`config.mk`:
```
export PLATFORM = sky130hd
export DESIGN_NAME = touch_point_to_knob_value
export DESIGN_NICKNAME = d
export VERILOG_FILES = /design/src/rtl/tpkv_pkg.sv /design/src/rtl/tpkv_div.sv /design/src/rtl/tpkv_datapath.sv /design/src/rtl/tpkv_ctrl.sv /design/src/rtl/touch_point_to_knob_value.sv
export SDC_FILE = /design/constraint.sdc
export NUM_CORES = 2
export LEC_CHECK = 0
export BUFFER_PORTS_ARGS = -buffer_cell sky130_fd_sc_hd__buf_2
export CELL_PAD_IN_SITES_DETAIL_PLACEMENT = 0
export CELL_PAD_IN_SITES_GLOBAL_PLACEMENT = 1
export CORE_UTILIZATION = 35
export DETAILED_ROUTE_END_ITERATION = 16
export GPL_TIMING_DRIVEN = 0
export PLACE_DENSITY = 0.57
export SLEW_MARGIN = 20
export SYNTH_ARGS = -nofsm -noshare
export SYNTH_HDL_FRONTEND = slang
export SYNTH_SLANG_ARGS = --single-unit
```
`constraint.sdc`:
```
create_clock -name clk -period 39.1 [get_ports clk]
set_input_delay 5.865 -clock clk [delete_from_list [all_inputs] [get_ports clk]]
set_output_delay 5.865 -clock clk [all_outputs]
set_load 0.01 [all_outputs]
```
`src/rtl/tpkv_pkg.sv`:
```
// Package for the touch point to knob value block.
// Holds widths, event and register codes, and the controller/datapath interface types.
// Depends on nothing.
package tpkv_pkg;

    // Serial divider sizes: numerator bits, denominator bits, counter bits.
    localparam int DIV_NW = 45;
    localparam int DIV_DW = 17;
    localparam int DIV_CW = 6;

    // Wide signed width for the candidate value before clamping.
    localparam int VW = 48;

    // Iteration counts of the two divisions.
    localparam logic [DIV_CW-1:0] ATAN_BITS = 6'd24;
    localparam logic [DIV_CW-1:0] MAP_BITS  = 6'd45;

    typedef enum logic [2:0] {
        FUNC_PRESSED  = 3'd0,
        FUNC_STAY     = 3'd1,
        FUNC_RELEASED = 3'd2,
        FUNC_CLICKED  = 3'd3,
        FUNC_SET      = 3'd4
    } func_t;

    typedef enum logic [2:0] {
        CFG_CENTER_X  = 3'd0,
        CFG_CENTER_Y  = 3'd1,
        CFG_OUTER_RAD = 3'd2,
        CFG_BAND      = 3'd3,
        CFG_START     = 3'd4,
        CFG_SWEEP     = 3'd5,
        CFG_MIN_VALUE = 3'd6,
        CFG_MAX_VALUE = 3'd7
    } cfg_idx_t;

    typedef enum logic [3:0] {
        OP_NONE  = 4'd0,
        OP_LOAD  = 4'd1,
        OP_SQX   = 4'd2,
        OP_SQY   = 4'd3,
        OP_SQD   = 4'd4,
        OP_DIVA  = 4'd5,
        OP_POLY  = 4'd6,
        OP_ANGLE = 4'd7,
        OP_REL   = 4'd8,
        OP_MUL   = 4'd9,
        OP_DIVM  = 4'd10,
        OP_QUOT  = 4'd11,
        OP_SETV  = 4'd12,
        OP_STORE = 4'd13,
        OP_OUT   = 4'd14
    } dp_op_t;

    typedef struct packed {
        dp_op_t op;
    } dp_cmd_t;

    typedef struct packed {
        logic sweep_zero;
        logic in_dead;
        logic div_done;
        logic changed;
    } dp_status_t;

endpackage

```
`src/rtl/tpkv_div.sv`:
```
// Restoring serial divider, one quotient bit per cycle.
// Depends on tpkv_pkg for its widths.
module tpkv_div
    import tpkv_pkg::*;
(
    input  logic              clk,
    input  logic              rst_n,
    input  logic              start,
    input  logic [DIV_NW-1:0] num,
    input  logic [DIV_DW-1:0] den,
    input  logic [DIV_CW-1:0] count,
    output logic              done,
    output logic [DIV_NW-1:0] quo
);

    logic              busy_reg;
    logic              done_reg;
    logic [DIV_CW-1:0] cnt_reg;
    logic [DIV_DW-1:0] rem_reg;
    logic [DIV_DW-1:0] den_reg;
    logic [DIV_NW-1:0] num_reg;
    logic [DIV_NW-1:0] quo_reg;

    logic [DIV_DW:0]   rem_sh;
    logic [DIV_DW:0]   diff;
    logic              ge;

    assign rem_sh = {rem_reg, num_reg[DIV_NW-1]};
    assign ge     = rem_sh >= {1'b0, den_reg};
    assign diff   = rem_sh - {1'b0, den_reg};

    always_ff @(posedge clk or negedge rst_n)
    begin
        if (!rst_n)
        begin
            busy_reg <= 1'b0;
            done_reg <= 1'b0;
            cnt_reg  <= '0;
        end
        else
        begin
            done_reg <= 1'b0;
            if (start)
            begin
                busy_reg <= 1'b1;
                cnt_reg  <= count;
            end
            else if (busy_reg)
            begin
                cnt_reg <= cnt_reg - 1'b1;
                if (cnt_reg == 1)
                begin
                    busy_reg <= 1'b0;
                    done_reg <= 1'b1;
                end
            end
        end
    end

    always_ff @(posedge clk)
    begin
        if (start)
        begin
            num_reg <= num;
            den_reg <= den;
            rem_reg <= '0;
            quo_reg <= '0;
        end
        else if (busy_reg)
        begin
            num_reg <= {num_reg[DIV_NW-2:0], 1'b0};
            quo_reg <= {quo_reg[DIV_NW-2:0], ge};
            rem_reg <= ge ? diff[DIV_DW-1:0] : rem_sh[DIV_DW-1:0];
        end
    end

    assign done = done_reg;
    assign quo  = quo_reg;

endmodule

```
`src/rtl/tpkv_datapath.sv`:
```
// Datapath: configuration registers, shared multiplier, angle and value mapping.
// Depends on tpkv_pkg and instantiates tpkv_div.
module tpkv_datapath
    import tpkv_pkg::*;
(
    input  logic               clk,
    input  logic               rst_n,
    input  logic               cfg_write,
    input  logic [2:0]         cfg_index,
    input  logic [31:0]        cfg_data,
    input  logic signed [15:0] touch_x,
    input  logic signed [15:0] touch_y,
    input  logic signed [31:0] new_value,
    input  dp_cmd_t            cmd,
    output dp_status_t         status,
    output logic signed [31:0] knob_value
);

    logic signed [15:0] cx_reg, cy_reg;
    logic        [15:0] orad_reg;
    logic        [7:0]  band_reg;
    logic        [8:0]  start_reg;
    logic        [9:0]  sweep_reg;
    logic signed [31:0] minv_reg, maxv_reg;

    logic signed [15:0] tx_reg, ty_reg;
    logic signed [31:0] nv_reg;
    logic signed [16:0] dx_reg, dy_reg;
    logic        [32:0] sum_reg;
    logic        [31:0] dsq_reg;
    logic        [14:0] p_reg;
    logic        [8:0]  ang_reg;
    logic        [9:0]  rel_reg;
    logic signed [44:0] num_reg;
    logic               neg_reg;
    logic signed [VW-1:0] v_reg;
    logic signed [31:0] cur_reg;
    logic signed [31:0] out_reg;

    always_ff @(posedge clk or negedge rst_n)
    begin
        if (!rst_n)
        begin
            cx_reg    <= 16'sd32;
            cy_reg    <= 16'sd32;
            orad_reg  <= 16'd29;
            band_reg  <= 8'd8;
            start_reg <= 9'd320;
            sweep_reg <= 10'd384;
            minv_reg  <= 32'sd0;
            maxv_reg  <= 32'sd100;
        end
        else if (cfg_write)
        begin
            case (cfg_idx_t'(cfg_index))
                CFG_CENTER_X:  cx_reg    <= cfg_data[15:0];
                CFG_CENTER_Y:  cy_reg    <= cfg_data[15:0];
                CFG_OUTER_RAD: orad_reg  <= cfg_data[15:0];
                CFG_BAND:      band_reg  <= cfg_data[7:0];
                CFG_START:     start_reg <= cfg_data[8:0];
                CFG_SWEEP:     sweep_reg <= cfg_data[9:0];
                CFG_MIN_VALUE: minv_reg  <= cfg_data;
                CFG_MAX_VALUE: maxv_reg  <= cfg_data;
                default: ;
            endcase
        end
    end

    // Offsets and magnitudes of the touch point.
    logic signed [16:0] dx_next, dy_next;
    logic        [16:0] ax_w, ay_w;
    logic        [15:0] ax, ay, lo, hi;
    logic               swap;

    assign dx_next = {tx_reg[15], tx_reg} - {cx_reg[15], cx_reg};
    assign dy_next = {ty_reg[15], ty_reg} - {cy_reg[15], cy_reg};
    assign ax_w    = dx_reg[16] ? 17'(-dx_reg) : 17'(dx_reg);
    assign ay_w    = dy_reg[16] ? 17'(-dy_reg) : 17'(dy_reg);
    assign ax      = ax_w[15:0];
    assign ay      = ay_w[15:0];
    assign swap    = ay > ax;
    assign lo      = swap ? ax : ay;
    assign hi      = swap ? ay : ax;

    // Dead zone radius: half the inner radius, at least four.
    logic signed [16:0] inner;
    logic        [14:0] dead;

    assign inner = $signed({1'b0, orad_reg}) - $signed({9'b0, band_reg});
    assign dead  = (inner < 17'sd8) ? 15'd4 : inner[15:1];

    // Divider, shared by the atan ratio and the value mapping.
    logic              div_start;
    logic [DIV_NW-1:0] div_num;
    logic [DIV_DW-1:0] div_den;
    logic [DIV_CW-1:0] div_count;
    logic              div_done;
    logic [DIV_NW-1:0] div_quo;
    logic [44:0]       mag;

    assign mag = num_reg[44] ? 45'(-num_reg) : 45'(num_reg);

    always_comb
    begin
        div_start = 1'b0;
        div_num   = {lo, 8'b0, 21'b0};
        div_den   = {1'b0, hi};
        div_count = ATAN_BITS;
        case (cmd.op)
            OP_DIVA: div_start = 1'b1;
            OP_DIVM:
            begin
                div_start = 1'b1;
                div_num   = mag;
                div_den   = {7'b0, sweep_reg};
                div_count = MAP_BITS;
            end
            default: ;
        endcase
    end

    tpkv_div u_div (
        .clk   (clk),
        .rst_n (rst_n),
        .start (div_start),
        .num   (div_num),
        .den   (div_den),
        .count (div_count),
        .done  (div_done),
        .quo   (div_quo)
    );

    // Shared 16x16 multiplier for the squares and the atan polynomial.
    logic [8:0]  t;
    logic [15:0] ma, mb;
    logic [31:0] mprod;

    assign t = div_quo[8:0];

    always_comb
    begin
        ma = ax;
        mb = ax;
        case (cmd.op)
            OP_SQY:
            begin
                ma = ay;
                mb = ay;
            end
            OP_SQD:
            begin
                ma = {1'b0, dead};
                mb = {1'b0, dead};
            end
            OP_POLY:
            begin
                ma = {7'b0, t};
                mb = {7'b0, 9'd256 - t};
            end
            default: ;
        endcase
    end

    assign mprod = ma * mb;

    // Octant angle from the ratio and the polynomial term.
    logic [19:0] w22;
    logic [15:0] asum;
    logic [8:0]  a0, a1, ang_next;

    assign w22  = {p_reg, 4'b0} + {1'b0, p_reg, 2'b0} + {2'b0, p_reg, 1'b0};
    assign asum = {1'b0, t, 6'b0} + {4'b0, w22[19:8]};
    assign a0   = {1'b0, asum[15:8]};
    assign a1   = swap ? 9'd128 - a0 : a0;

    always_comb
    begin
        if (!dx_reg[16])
            ang_next = dy_reg[16] ? 9'd0 - a1 : a1;
        else
            ang_next = dy_reg[16] ? 9'd256 + a1 : 9'd256 - a1;
    end

    // Angle relative to the start; the gap snaps to the nearer end.
    logic [8:0] r9;
    logic [9:0] r10, rel_next;

    assign r9  = ang_reg - start_reg;
    assign r10 = {1'b0, r9};

    always_comb
    begin
        rel_next = r10;
        if (r10 > sweep_reg)
            rel_next = ((r10 - sweep_reg) <= (10'd512 - r10)) ? sweep_reg : 10'd0;
    end

    // Mapping product and the final clamp.
    logic signed [32:0] span;
    logic signed [43:0] prod;
    logic signed [44:0] num_next;
    logic signed [44:0] q;
    logic signed [VW-1:0] minw, maxw;
    logic signed [31:0] clampv;

    assign span     = {maxv_reg[31], maxv_reg} - {minv_reg[31], minv_reg};
    assign prod     = $signed({1'b0, rel_reg}) * span;
    assign num_next = {prod[43], prod} + $signed({36'b0, sweep_reg[9:1]});
    assign q        = neg_reg ? 45'(-$signed(div_quo)) : $signed(div_quo);
    assign minw     = VW'(minv_reg);
    assign maxw     = VW'(maxv_reg);

    always_comb
    begin
        if (v_reg < minw)
            clampv = minv_reg;
        else if (v_reg > maxw)
            clampv = maxv_reg;
        else
            clampv = v_reg[31:0];
    end

    always_ff @(posedge clk or negedge rst_n)
    begin
        if (!rst_n)
            cur_reg <= '0;
        else if (cmd.op == OP_STORE)
            cur_reg <= clampv;
    end

    always_ff @(posedge clk)
    begin
        case (cmd.op)
            OP_LOAD:
            begin
                tx_reg <= touch_x;
                ty_reg <= touch_y;
                nv_reg <= new_value;
            end
            OP_SQX:  sum_reg <= {1'b0, mprod};
            OP_SQY:  sum_reg <= sum_reg + {1'b0, mprod};
            OP_SQD:  dsq_reg <= mprod;
            OP_POLY: p_reg   <= mprod[14:0];
            OP_ANGLE: ang_reg <= ang_next;
            OP_REL:  rel_reg <= rel_next;
            OP_MUL:
            begin
                num_reg <= num_next;
                neg_reg <= num_next[44];
            end
            OP_QUOT: v_reg <= minw + VW'(q);
            OP_SETV: v_reg <= VW'(nv_reg);
            OP_OUT:  out_reg <= cur_reg;
            default: ;
        endcase
        if (cmd.op == OP_LOAD)
        begin
            dx_reg <= {touch_x[15], touch_x} - {cx_reg[15], cx_reg};
            dy_reg <= {touch_y[15], touch_y} - {cy_reg[15], cy_reg};
        end
        else if (cmd.op == OP_SQX)
        begin
            dx_reg <= dx_next;
            dy_reg <= dy_next;
        end
    end

    assign status.sweep_zero = sweep_reg == 10'd0;
    assign status.in_dead    = sum_reg < {1'b0, dsq_reg};
    assign status.div_done   = div_done;
    assign status.changed    = clampv != cur_reg;
    assign knob_value        = out_reg;

endmodule

```
`src/rtl/tpkv_ctrl.sv`:
```
// Controller: event decode, sequencing of the datapath and the result register flags.
// Depends on tpkv_pkg.
module tpkv_ctrl
    import tpkv_pkg::*;
(
    input  logic       clk,
    input  logic       rst_n,
    input  logic       in_valid,
    output logic       in_ready,
    input  logic [2:0] func,
    input  logic       has_point,
    output logic       out_valid,
    input  logic       out_ready,
    output logic       user_changed,
    output logic       redraw,
    output logic       is_pressed,
    output logic       consumed,
    output dp_cmd_t    cmd,
    input  dp_status_t status
);

    typedef enum logic [17:0] {
        S_IDLE   = 18'h00001,
        S_DECIDE = 18'h00002,
        S_SQX    = 18'h00004,
        S_SQY    = 18'h00008,
        S_SQD    = 18'h00010,
        S_DEAD   = 18'h00020,
        S_DIVA   = 18'h00040,
        S_WAITA  = 18'h00080,
        S_POLY   = 18'h00100,
        S_ANGLE  = 18'h00200,
        S_REL    = 18'h00400,
        S_MUL    = 18'h00800,
        S_DIVM   = 18'h01000,
        S_WAITM  = 18'h02000,
        S_QUOT   = 18'h04000,
        S_SETV   = 18'h08000,
        S_STORE  = 18'h10000,
        S_FIN    = 18'h20000
    } state_t;

    state_t     state_reg, state_next;
    logic [2:0] func_reg;
    logic       hp_reg;
    logic       pressed_reg, pressed_next;
    logic       user_reg, user_next;
    logic       redraw_reg, redraw_next;
    logic       cons_reg, cons_next;
    logic       setv_reg, setv_next;
    logic       ov_reg;
    logic       o_user_reg, o_redraw_reg, o_pressed_reg, o_cons_reg;
    logic       slot_free;

    assign slot_free = !ov_reg || out_ready;
    assign in_ready  = state_reg == S_IDLE;

    always_comb
    begin
        state_next   = state_reg;
        pressed_next = pressed_reg;
        user_next    = user_reg;
        redraw_next  = redraw_reg;
        cons_next    = cons_reg;
        setv_next    = setv_reg;
        cmd.op       = OP_NONE;
        case (state_reg)
            S_IDLE:
            begin
                if (in_valid)
                begin
                    cmd.op     = OP_LOAD;
                    state_next = S_DECIDE;
                end
            end
            S_DECIDE:
            begin
                user_next   = 1'b0;
                redraw_next = 1'b0;
                cons_next   = 1'b1;
                setv_next   = 1'b0;
                state_next  = S_FIN;
                case (func_t'(func_reg))
                    FUNC_PRESSED:
                    begin
                        pressed_next = 1'b1;
                        redraw_next  = 1'b1;
                        if (hp_reg)
                            state_next = status.sweep_zero ? S_FIN : S_SQX;
                    end
                    FUNC_STAY:
                    begin
                        if (hp_reg && pressed_reg)
                            state_next = status.sweep_zero ? S_FIN : S_SQX;
                    end
                    FUNC_RELEASED:
                    begin
                        pressed_next = 1'b0;
                        redraw_next  = 1'b1;
                    end
                    FUNC_CLICKED:
                    begin
                        pressed_next = 1'b0;
                        redraw_next  = 1'b1;
                        if (hp_reg)
                            state_next = status.sweep_zero ? S_FIN : S_SQX;
                    end
                    FUNC_SET:
                    begin
                        setv_next  = 1'b1;
                        state_next = S_SETV;
                    end
                    default: cons_next = 1'b0;
                endcase
            end
            S_SQX:
            begin
                cmd.op     = OP_SQX;
                state_next = S_SQY;
            end
            S_SQY:
            begin
                cmd.op     = OP_SQY;
                state_next = S_SQD;
            end
            S_SQD:
            begin
                cmd.op     = OP_SQD;
                state_next = S_DEAD;
            end
            S_DEAD:    state_next = status.in_dead ? S_FIN : S_DIVA;
            S_DIVA:
            begin
                cmd.op     = OP_DIVA;
                state_next = S_WAITA;
            end
            S_WAITA:
            begin
                if (status.div_done)
                    state_next = S_POLY;
            end
            S_POLY:
            begin
                cmd.op     = OP_POLY;
                state_next = S_ANGLE;
            end
            S_ANGLE:
            begin
                cmd.op     = OP_ANGLE;
                state_next = S_REL;
            end
            S_REL:
            begin
                cmd.op     = OP_REL;
                state_next = S_MUL;
            end
            S_MUL:
            begin
                cmd.op     = OP_MUL;
                state_next = S_DIVM;
            end
            S_DIVM:
            begin
                cmd.op     = OP_DIVM;
                state_next = S_WAITM;
            end
            S_WAITM:
            begin
                if (status.div_done)
                    state_next = S_QUOT;
            end
            S_QUOT:
            begin
                cmd.op     = OP_QUOT;
                state_next = S_STORE;
            end
            S_SETV:
            begin
                cmd.op     = OP_SETV;
                state_next = S_STORE;
            end
            S_STORE:
            begin
                cmd.op      = OP_STORE;
                user_next   = status.changed && !setv_reg;
                redraw_next = redraw_reg || status.changed;
                state_next  = S_FIN;
            end
            S_FIN:
            begin
                if (slot_free)
                begin
                    cmd.op     = OP_OUT;
                    state_next = S_IDLE;
                end
            end
            default: state_next = S_IDLE;
        endcase
    end

    always_ff @(posedge clk or negedge rst_n)
    begin
        if (!rst_n)
        begin
            state_reg   <= S_IDLE;
            pressed_reg <= 1'b0;
            user_reg    <= 1'b0;
            redraw_reg  <= 1'b0;
            cons_reg    <= 1'b0;
            setv_reg    <= 1'b0;
            ov_reg      <= 1'b0;
        end
        else
        begin
            state_reg   <= state_next;
            pressed_reg <= pressed_next;
            user_reg    <= user_next;
            redraw_reg  <= redraw_next;
            cons_reg    <= cons_next;
            setv_reg    <= setv_next;
            if (state_reg == S_FIN && slot_free)
                ov_reg <= 1'b1;
            else if (out_ready)
                ov_reg <= 1'b0;
        end
    end

    always_ff @(posedge clk)
    begin
        if (state_reg == S_IDLE && in_valid)
        begin
            func_reg <= func;
            hp_reg   <= has_point;
        end
        if (state_reg == S_FIN && slot_free)
        begin
            o_user_reg    <= user_reg;
            o_redraw_reg  <= redraw_reg;
            o_pressed_reg <= pressed_reg;
            o_cons_reg    <= cons_reg;
        end
    end

    assign out_valid    = ov_reg;
    assign user_changed = o_user_reg;
    assign redraw       = o_redraw_reg;
    assign is_pressed   = o_pressed_reg;
    assign consumed     = o_cons_reg;

endmodule

```
`src/rtl/touch_point_to_knob_value.sv`:
```
// Top level of the touch point to knob value block.
// Depends on tpkv_pkg, tpkv_ctrl and tpkv_datapath.
//
//   channel   handshake               payload
//   input     in_valid / in_ready     func, has_point, touch_x, touch_y, new_value
//   result    out_valid / out_ready   knob_value, user_changed, redraw, is_pressed, consumed
//   config    cfg_write               cfg_index, cfg_data
//
// An event that applies a touch point runs the serial divider twice: a 24-bit quotient for
// the atan ratio, then a 45-bit quotient for the value mapping. A set-value event skips
// the touch steps, a touch point in the dead zone stops at that check, other events go straight to the result.
// One event is in flight at a time; a result still waiting in the output register stalls it.
// The result register holds a finished transaction while the next one is accepted.
// Reset clears the value, the pressed flag and loads the configuration defaults.
module touch_point_to_knob_value
    import tpkv_pkg::*;
(
    input  logic               clk,
    input  logic               rst_n,
    input  logic               in_valid,
    output logic               in_ready,
    input  logic [2:0]         func,
    input  logic               has_point,
    input  logic signed [15:0] touch_x,
    input  logic signed [15:0] touch_y,
    input  logic signed [31:0] new_value,
    output logic               out_valid,
    input  logic               out_ready,
    output logic signed [31:0] knob_value,
    output logic               user_changed,
    output logic               redraw,
    output logic               is_pressed,
    output logic               consumed,
    input  logic               cfg_write,
    input  logic [2:0]         cfg_index,
    input  logic [31:0]        cfg_data
);

    dp_cmd_t    cmd;
    dp_status_t status;

    tpkv_ctrl u_ctrl (
        .clk          (clk),
        .rst_n        (rst_n),
        .in_valid     (in_valid),
        .in_ready     (in_ready),
        .func         (func),
        .has_point    (has_point),
        .out_valid    (out_valid),
        .out_ready    (out_ready),
        .user_changed (user_changed),
        .redraw       (redraw),
        .is_pressed   (is_pressed),
        .consumed     (consumed),
        .cmd          (cmd),
        .status       (status)
    );

    tpkv_datapath u_dp (
        .clk        (clk),
        .rst_n      (rst_n),
        .cfg_write  (cfg_write),
        .cfg_index  (cfg_index),
        .cfg_data   (cfg_data),
        .touch_x    (touch_x),
        .touch_y    (touch_y),
        .new_value  (new_value),
        .cmd        (cmd),
        .status     (status),
        .knob_value (knob_value)
    );

endmodule

```
### Yosys cells after proc, flatten, opt, wreduce, memory -nomap -nowiden

Cells that the tools add are included.

* bits in registers: 658
* logic and storage cells: 224
* output and inout bits: 38
* input port bits: 108

* equality and inequality tests: 49
* multiplexer cells: 59
* $mul: 2
* add/sub/neg operators: 26
* reduce and logical (&&, ||, !) cells: 35
* order comparisons: 8

Operator list (number)
* case mux 18 bit (17 select lines): 1
* 2-to-1 mux 45 bit: 5
* 2-to-1 mux 18 bit: 8
* case mux 16 bit (3 select lines): 2
* case mux 48 bit (2 select lines): 1
* negator 45 bit: 2
* 2-to-1 mux 17 bit: 5
* subtractor 16 x 16 -> 17 bit: 4
* case mux 33 bit (2 select lines): 1
* 2-to-1 mux 16 bit: 4
* 2-to-1 mux 32 bit: 2
* case mux 4 bit (14 select lines): 1
* 2-to-1 mux 9 bit: 6
* case mux 18 bit (3 select lines): 1
* > comparator 48 x 32 -> 1 bit: 1
* < comparator 48 x 32 -> 1 bit: 1
* adder 32 x 45 -> 46 bit: 1
* adder 44 x 10 -> 45 bit: 1
* multiplier 11 x 33 -> 44 bit: 1
* adder 33 x 32 -> 33 bit: 1
* < comparator 33 x 32 -> 1 bit: 1
* subtractor 32 x 32 -> 33 bit: 1
* multiplier 16 x 16 -> 32 bit: 1
* inequality test 32 bit: 1
* 64 further kinds: 126

### Logic depth before layout (Yosys ltp)

* depth after elaboration: 9
* depth in mapped cells: 51
* mapped depth without buffers: 50

### Cells and area by module

Synthesis repeated with hierarchy kept, for this count alone.

* cells, all modules: 6596
* area total of the unflattened synthesis: 63105.5 µm²

By module, submodules not included
* tpkv_datapath: cells each 5943, sequential area each 13905.8 µm², instances 1, area each 55482.0 µm²
* tpkv_div: cells each 502, sequential area each 3303.2 µm², instances 1, area each 5952.0 µm²
* tpkv_ctrl: cells each 151, sequential area each 842.1 µm², instances 1, area each 1671.6 µm²

### Least setup slack after synthesis

Ideal clock, no wire load.

* kind: register -> register
* start: reg u_ctrl.state_reg[13]
* end: reg u_dp.sum_reg[29] (data pin)
* required time: 38.831 ns
* data arrival time: 13.051 ns
* period minus slack after synthesis: 13.320 ns
* library setup time: 0.269 ns
* stages on the path, launching flop included: 45
* slack: 25.780 ns
* buffers on the path: 2
* cell sequence: dfrtp_1 -> clkbuf_1 -> nor3_1 -> nand2b_1 -> nor4_1 -> nand3_1 -> nor3b_1 -> o31ai_1 -> a31oi_1 -> a211oi_1 -> or2_2 -> clkbuf_1 -> nor2_1 -> inv_1 -> fa_1 -> fa_1 -> inv_1 -> fa_1 -> [9 not listed] -> o21bai_1 -> a21oi_1 -> o21bai_1 -> a21oi_1 -> xnor2_1 -> ha_1 -> a21o_1 -> a21o_1 -> a21o_1 -> a21o_1 -> a21oi_1 -> o21ai_0 -> o211ai_1 -> nand2_1 -> a21o_1 -> a21oi_1 -> xor2_1 -> o21ai_0

* cells in the longest elaborated chain, start to end: 7
* elaborated cells between the ends (all ways): 24
* those cells by class: 1 x add/sub; 1 x mul; 18 x eq/ne; 4 x mux

RTL lines
* start: declaration: line tpkv_ctrl.sv:43 `state_t state_reg, state_next;`
* start signal: assignment: line tpkv_ctrl.sv:215 `state_reg <= state_next;`
* equality test 18 bit (tied with other cells): line tpkv_ctrl.sv:67 `case (state_reg)`
* case mux 4 bit (14 select lines) (*): line tpkv_ctrl.sv:67
* equality test 4 x 3 -> 1 bit / equality test 4 x 2 -> 1 bit (equally long branches): line tpkv_datapath.sv:144 `case (cmd.op)`
* case mux 16 bit (3 select lines): line tpkv_datapath.sv:144
* multiplier 16 x 16 -> 32 bit (*): line tpkv_datapath.sv:164 `assign mprod = ma * mb;`
* named net u_dp.mprod[20]: line tpkv_datapath.sv:136 `logic [31:0] mprod;`
* adder 33 x 32 -> 33 bit (*): line tpkv_datapath.sv:241 `OP_SQY: sum_reg <= sum_reg + {1'b0, mprod};`
* case mux 33 bit (2 select lines) (*): line tpkv_datapath.sv:233 `case (cmd.op)`
* end signal: assignment: line tpkv_datapath.sv:240 `OP_SQX: sum_reg <= {1'b0, mprod};`
* end signal: assignment: line tpkv_datapath.sv:241
* end: declaration: line tpkv_datapath.sv:29 `logic [32:0] sum_reg;`

Mark *: on every way through the listed nets, which the timed path passes. The rest lies on a longest branch.
A chain may end at the register's enable or synchronous reset.

### Final worst setup path

* start: reg u_dp.orad_reg[2]
* end: reg u_dp.sum_reg[32] (data pin)

* cells in the longest elaborated chain, start to end: 7
* elaborated cells between the ends (all ways): 8
* those cells by class: 2 x add/sub; 1 x mul; 1 x order compare; 4 x mux

RTL lines
* start: declaration: line tpkv_datapath.sv:20 `logic [15:0] orad_reg;`
* start signal: assignment: line tpkv_datapath.sv:58 `CFG_OUTER_RAD: orad_reg <= cfg_data[15:0];`
* subtractor 16 x 8 -> 17 bit (*): line tpkv_datapath.sv:89 `assign inner = $signed({1'b0, orad_reg}) - $signed({9'b0, band_reg});`
* < comparator 17 x 5 -> 1 bit: line tpkv_datapath.sv:90 `assign dead = (inner < 17'sd8) ? 15'd4 : inner[15:1];`
* 2-to-1 mux 15 bit (*): line tpkv_datapath.sv:90
* case mux 16 bit (3 select lines): line tpkv_datapath.sv:144
* multiplier 16 x 16 -> 32 bit (*): line tpkv_datapath.sv:164
* named net u_dp.mprod[13]: line tpkv_datapath.sv:136
* adder 33 x 32 -> 33 bit (*): line tpkv_datapath.sv:241
* case mux 33 bit (2 select lines) (*): line tpkv_datapath.sv:233

Marked as above.

==> results.py <==
metrics = {
    "synth": {
        "ys.warnings.count": 0,
        "synth_top_family_by_area": "adder cells",
        "ys_ff_latch": 654,
        "synth_compound_area_frac": 0.130,
        "syn_area_um2": 62200,
        "synthesis.nets": 7805,
        "synth_simple_gate_area_frac": 0.146,
        "synth_flop_cell": "edfxtp_1",
        "synth_mux_area_frac": 0.0314,
        "synthXorXnorAreaFrac": 0.0591,
        "synth_area_leaders": "edfxtp_1 19%, fa_1 16%, ha_1 12%",
        "ys_types": 84,
        "yosys.area_share.adder": 0.278,
        "synth_top_area_frac": 0.188,
        "synth_edf_count": 389,
        "yosysSeqAreaShare": 0.290,
        "syn_inst": 6614,
        "synth_top_cell_by_area": "edfxtp_1",
        "async_reset_ff_frac": 0.310,
        "avgSynthCellArea_um2": 9.41,
    },
    "global_routing": {
        "grt_pass1_vias": 48847,
        "grt_pass1_wl_um": 313000,
        "grt_max_degree": 80,
        "grt_antenna_before_repair": 11,
        "overflow": 0,
        "track_usage": 0.231,
    },
    "placed_design": {
        "dp.cells": 9131,
        "globalplace.congestion": 0.923,
        "dp_hpwl_um": 168000,
        "place_area_um2": 66500,
        "portBuffers": 143,
    },
    "timing": {
        "post-route-min-period_ps": 13940,
        "drv_slew": 0,
        "skew_ps": 31.2,
        "hold_ws_ps": 444,
        "slew_headroom": 0.213,
        "hold_viol": 0,
        "post-route-period-util": 0.357,
        "fmax_ghz": 0.0717,
        "fin_tns_setup_ps": 0,
        "setup-violations-final": 0,
        "worst-slew-pin-transition_ps": 1180,
        "rsz0062_at_grt": "no",
    },
    "critical_path": {
        "cp-end-kind": "register",
        "critical_path_required_ps": 39530,
        "critical_path_class": "register to register",
        "cpPeakStageDelay_ps": 840,
        "cp_max_fo": 9,
        "crit_arrival_ps": 14370,
        "crit_slowest_cell": "a2111oi_0",
        "crit_path_start_kind": "register",
    },
    "finish": {
        "fillers": 17877,
        "area_delta_synth_final_pct": 11.7,
        "design_area_um2": 69500,
        "drive_gt1_frac": 0.0768,
        "largest_reg_flops": 46,
        "fin_nets": 8070,
        "multi_input_area_um2": 40300,
        "seqCellArea_um2": 18000,
        "finalNonFillerCells": 9297,
    },
    "status": {
        "violations": "design-rule violations",
        "status": "complete, but fails checks",
    },
    "floorplan": {
        "row_count": 154,
        "coreArea_um2": 176000,
        "die_h_um": 424,
        "ioPinCount": 146,
        "die_x_um": 424,
        "start_util": 0.353,
        "dieArea_um2": 179000,
    },
    "clocking": {
        "cts_tree": "yes",
        "cts_max_path_buffers": 3,
        "clk_latency_ps": 720,
        "cts-root-buf": "clkbuf_16",
        "numCtsBuffers": 86,
        "path_clk_slew_ps": 60,
        "clock-sinks": 654,
        "holdBufCountCts": 0,
        "htreeDepth": 3,
        "cts.repair_timing.setup_buffer_count": 0,
        "ctsResizeCount": 0,
    },
    "drt": {
        "routed_via_density": 5.19,
        "drtPass1Iterations": 13,
        "dr.first_iter.drc_count": 3112,
        "routed-via-count": 48252,
        "ant_nets": 0,
        "drt-wirelength-per-cell_um": 22.4,
        "post-route-drc-count": 8,
        "wl_um": 208000,
    },
    "run": {
        "maxCapViolCount": 0,
    },
    "min_path": {
        "hold_path.class": "register to register",
    },
}
-- final cells by class --
type / count / share of cell area
Multi-Input combinational cell: 4863 / 0.580
Clock buffer: 108 / 0.0346
Tap cell: 2340 / 0.0421
Clock inverter: 54 / 0.00803
Buffer: 196 / 0.0108
Inverter: 901 / 0.0487
Sequential cell: 654 / 0.259
Timing Repair Buffer: 177 / 0.0160
Antenna cell: 4 / 0.000144
-- final timing paths --
path,start,end,slack (ps),cells after the start
max,u_dp.orad_reg[2],u_dp.sum_reg[32],25160,44
min,u_ctrl.cons_reg,u_ctrl.consumed,440,0
max reg2reg,u_dp.orad_reg[2],u_dp.sum_reg[32],25160,44
min reg2reg,u_ctrl.cons_reg,u_ctrl.consumed,440,0
max in group asynchronous,rst_n,u_dp.sweep_reg[7],33150,2
min in group asynchronous,rst_n,u_dp.band_reg[4],5070,1
-- Yosys cell counts, types with 56 or more instances --
| cell | number |
|---|---|
| nand2_1 | 679 |
| clkbuf_1 | 172 |
| mux2_2 | 107 |
| xnor2_1 | 242 |
| and2_1 | 213 |
| nand2b_1 | 69 |
| o21ai_0 | 388 |
| nand4_1 | 56 |
| fa_1 | 495 |
| dfxtp_1 | 62 |
| nor3_1 | 65 |
| a21o_1 | 151 |
| inv_1 | 895 |
| dfrtp_1 | 188 |
| nor2b_1 | 68 |
| ha_1 | 588 |
| nand3_1 | 104 |
| nor2_1 | 419 |
| xor2_1 | 178 |
| mux2i_1 | 75 |
| a21oi_1 | 313 |
| edfxtp_1 | 389 |
-- routing by layer --
| layer | vias up | GRT usage | routed length (um) |
|---|---|---|---|
| met5 | - | 0 | 25 |
| met4 | 4 | 0.0601 | 5250 |
| met3 | 217 | 0.0252 | 8630 |
| met2 | 964 | 0.381 | 97700 |
| met1 | 24051 | 0.321 | 96500 |
| li1 | 23016 | - | - |
-- cell families after synthesis --
family	Yosys count
AOI/OAI and AO/OA	1283
xor gates and xnor gates	420
adders and majority gates	1083
buffers and inverters	1097
DFF	654
muxes	182
other	1
and+or+nand+nor	1894
-- critical path, delay by kind of cell (launching register included) --
| family | cells | cell delay (ps) |
|---|---|---|
| compound gates | 16 | 5810 |
| buf+inv | 7 | 790 |
| simple gates | 10 | 1620 |
| flops | 1 | 520 |
| fa+ha+maj | 9 | 4140 |
| xor+xnor | 2 | 710 |
-- layout by cell type, fill, tap and decap left out, types with 37 or more instances in the layout --
cell	instances
inv_1	894
nand2_1	676
ha_1	588
fa_1	495
nor2_1	418
edfxtp_1	389
o21ai_0	387
a21oi_1	313
xnor2_1	228
and2_1	213
dfrtp_1	188
clkbuf_1	182
xor2_1	175
a21o_1	151
buf_2	145
mux2_2	107
nand3_1	104
clkbuf_16	91
mux2i_1	75
nand2b_1	69
nor2b_1	67
nor3_1	62
dfxtp_1	62
nand4_1	56
a211oi_1	50
o211ai_1	48
o31ai_1	41
nor4_1	37
-- per-stage QoR --
stage           util  setup slack [ps]
3_5_place_dp   0.377             25150
2_1_floorplan      -             25780
6_report       0.394             25160
4_1_cts        0.394             25100
3_3_place_gp   0.374             20260
5_1_grt        0.394             24230
Power is not shown: default switching activity piles up to over one toggle a cycle in this logic, so the estimate is an artifact.
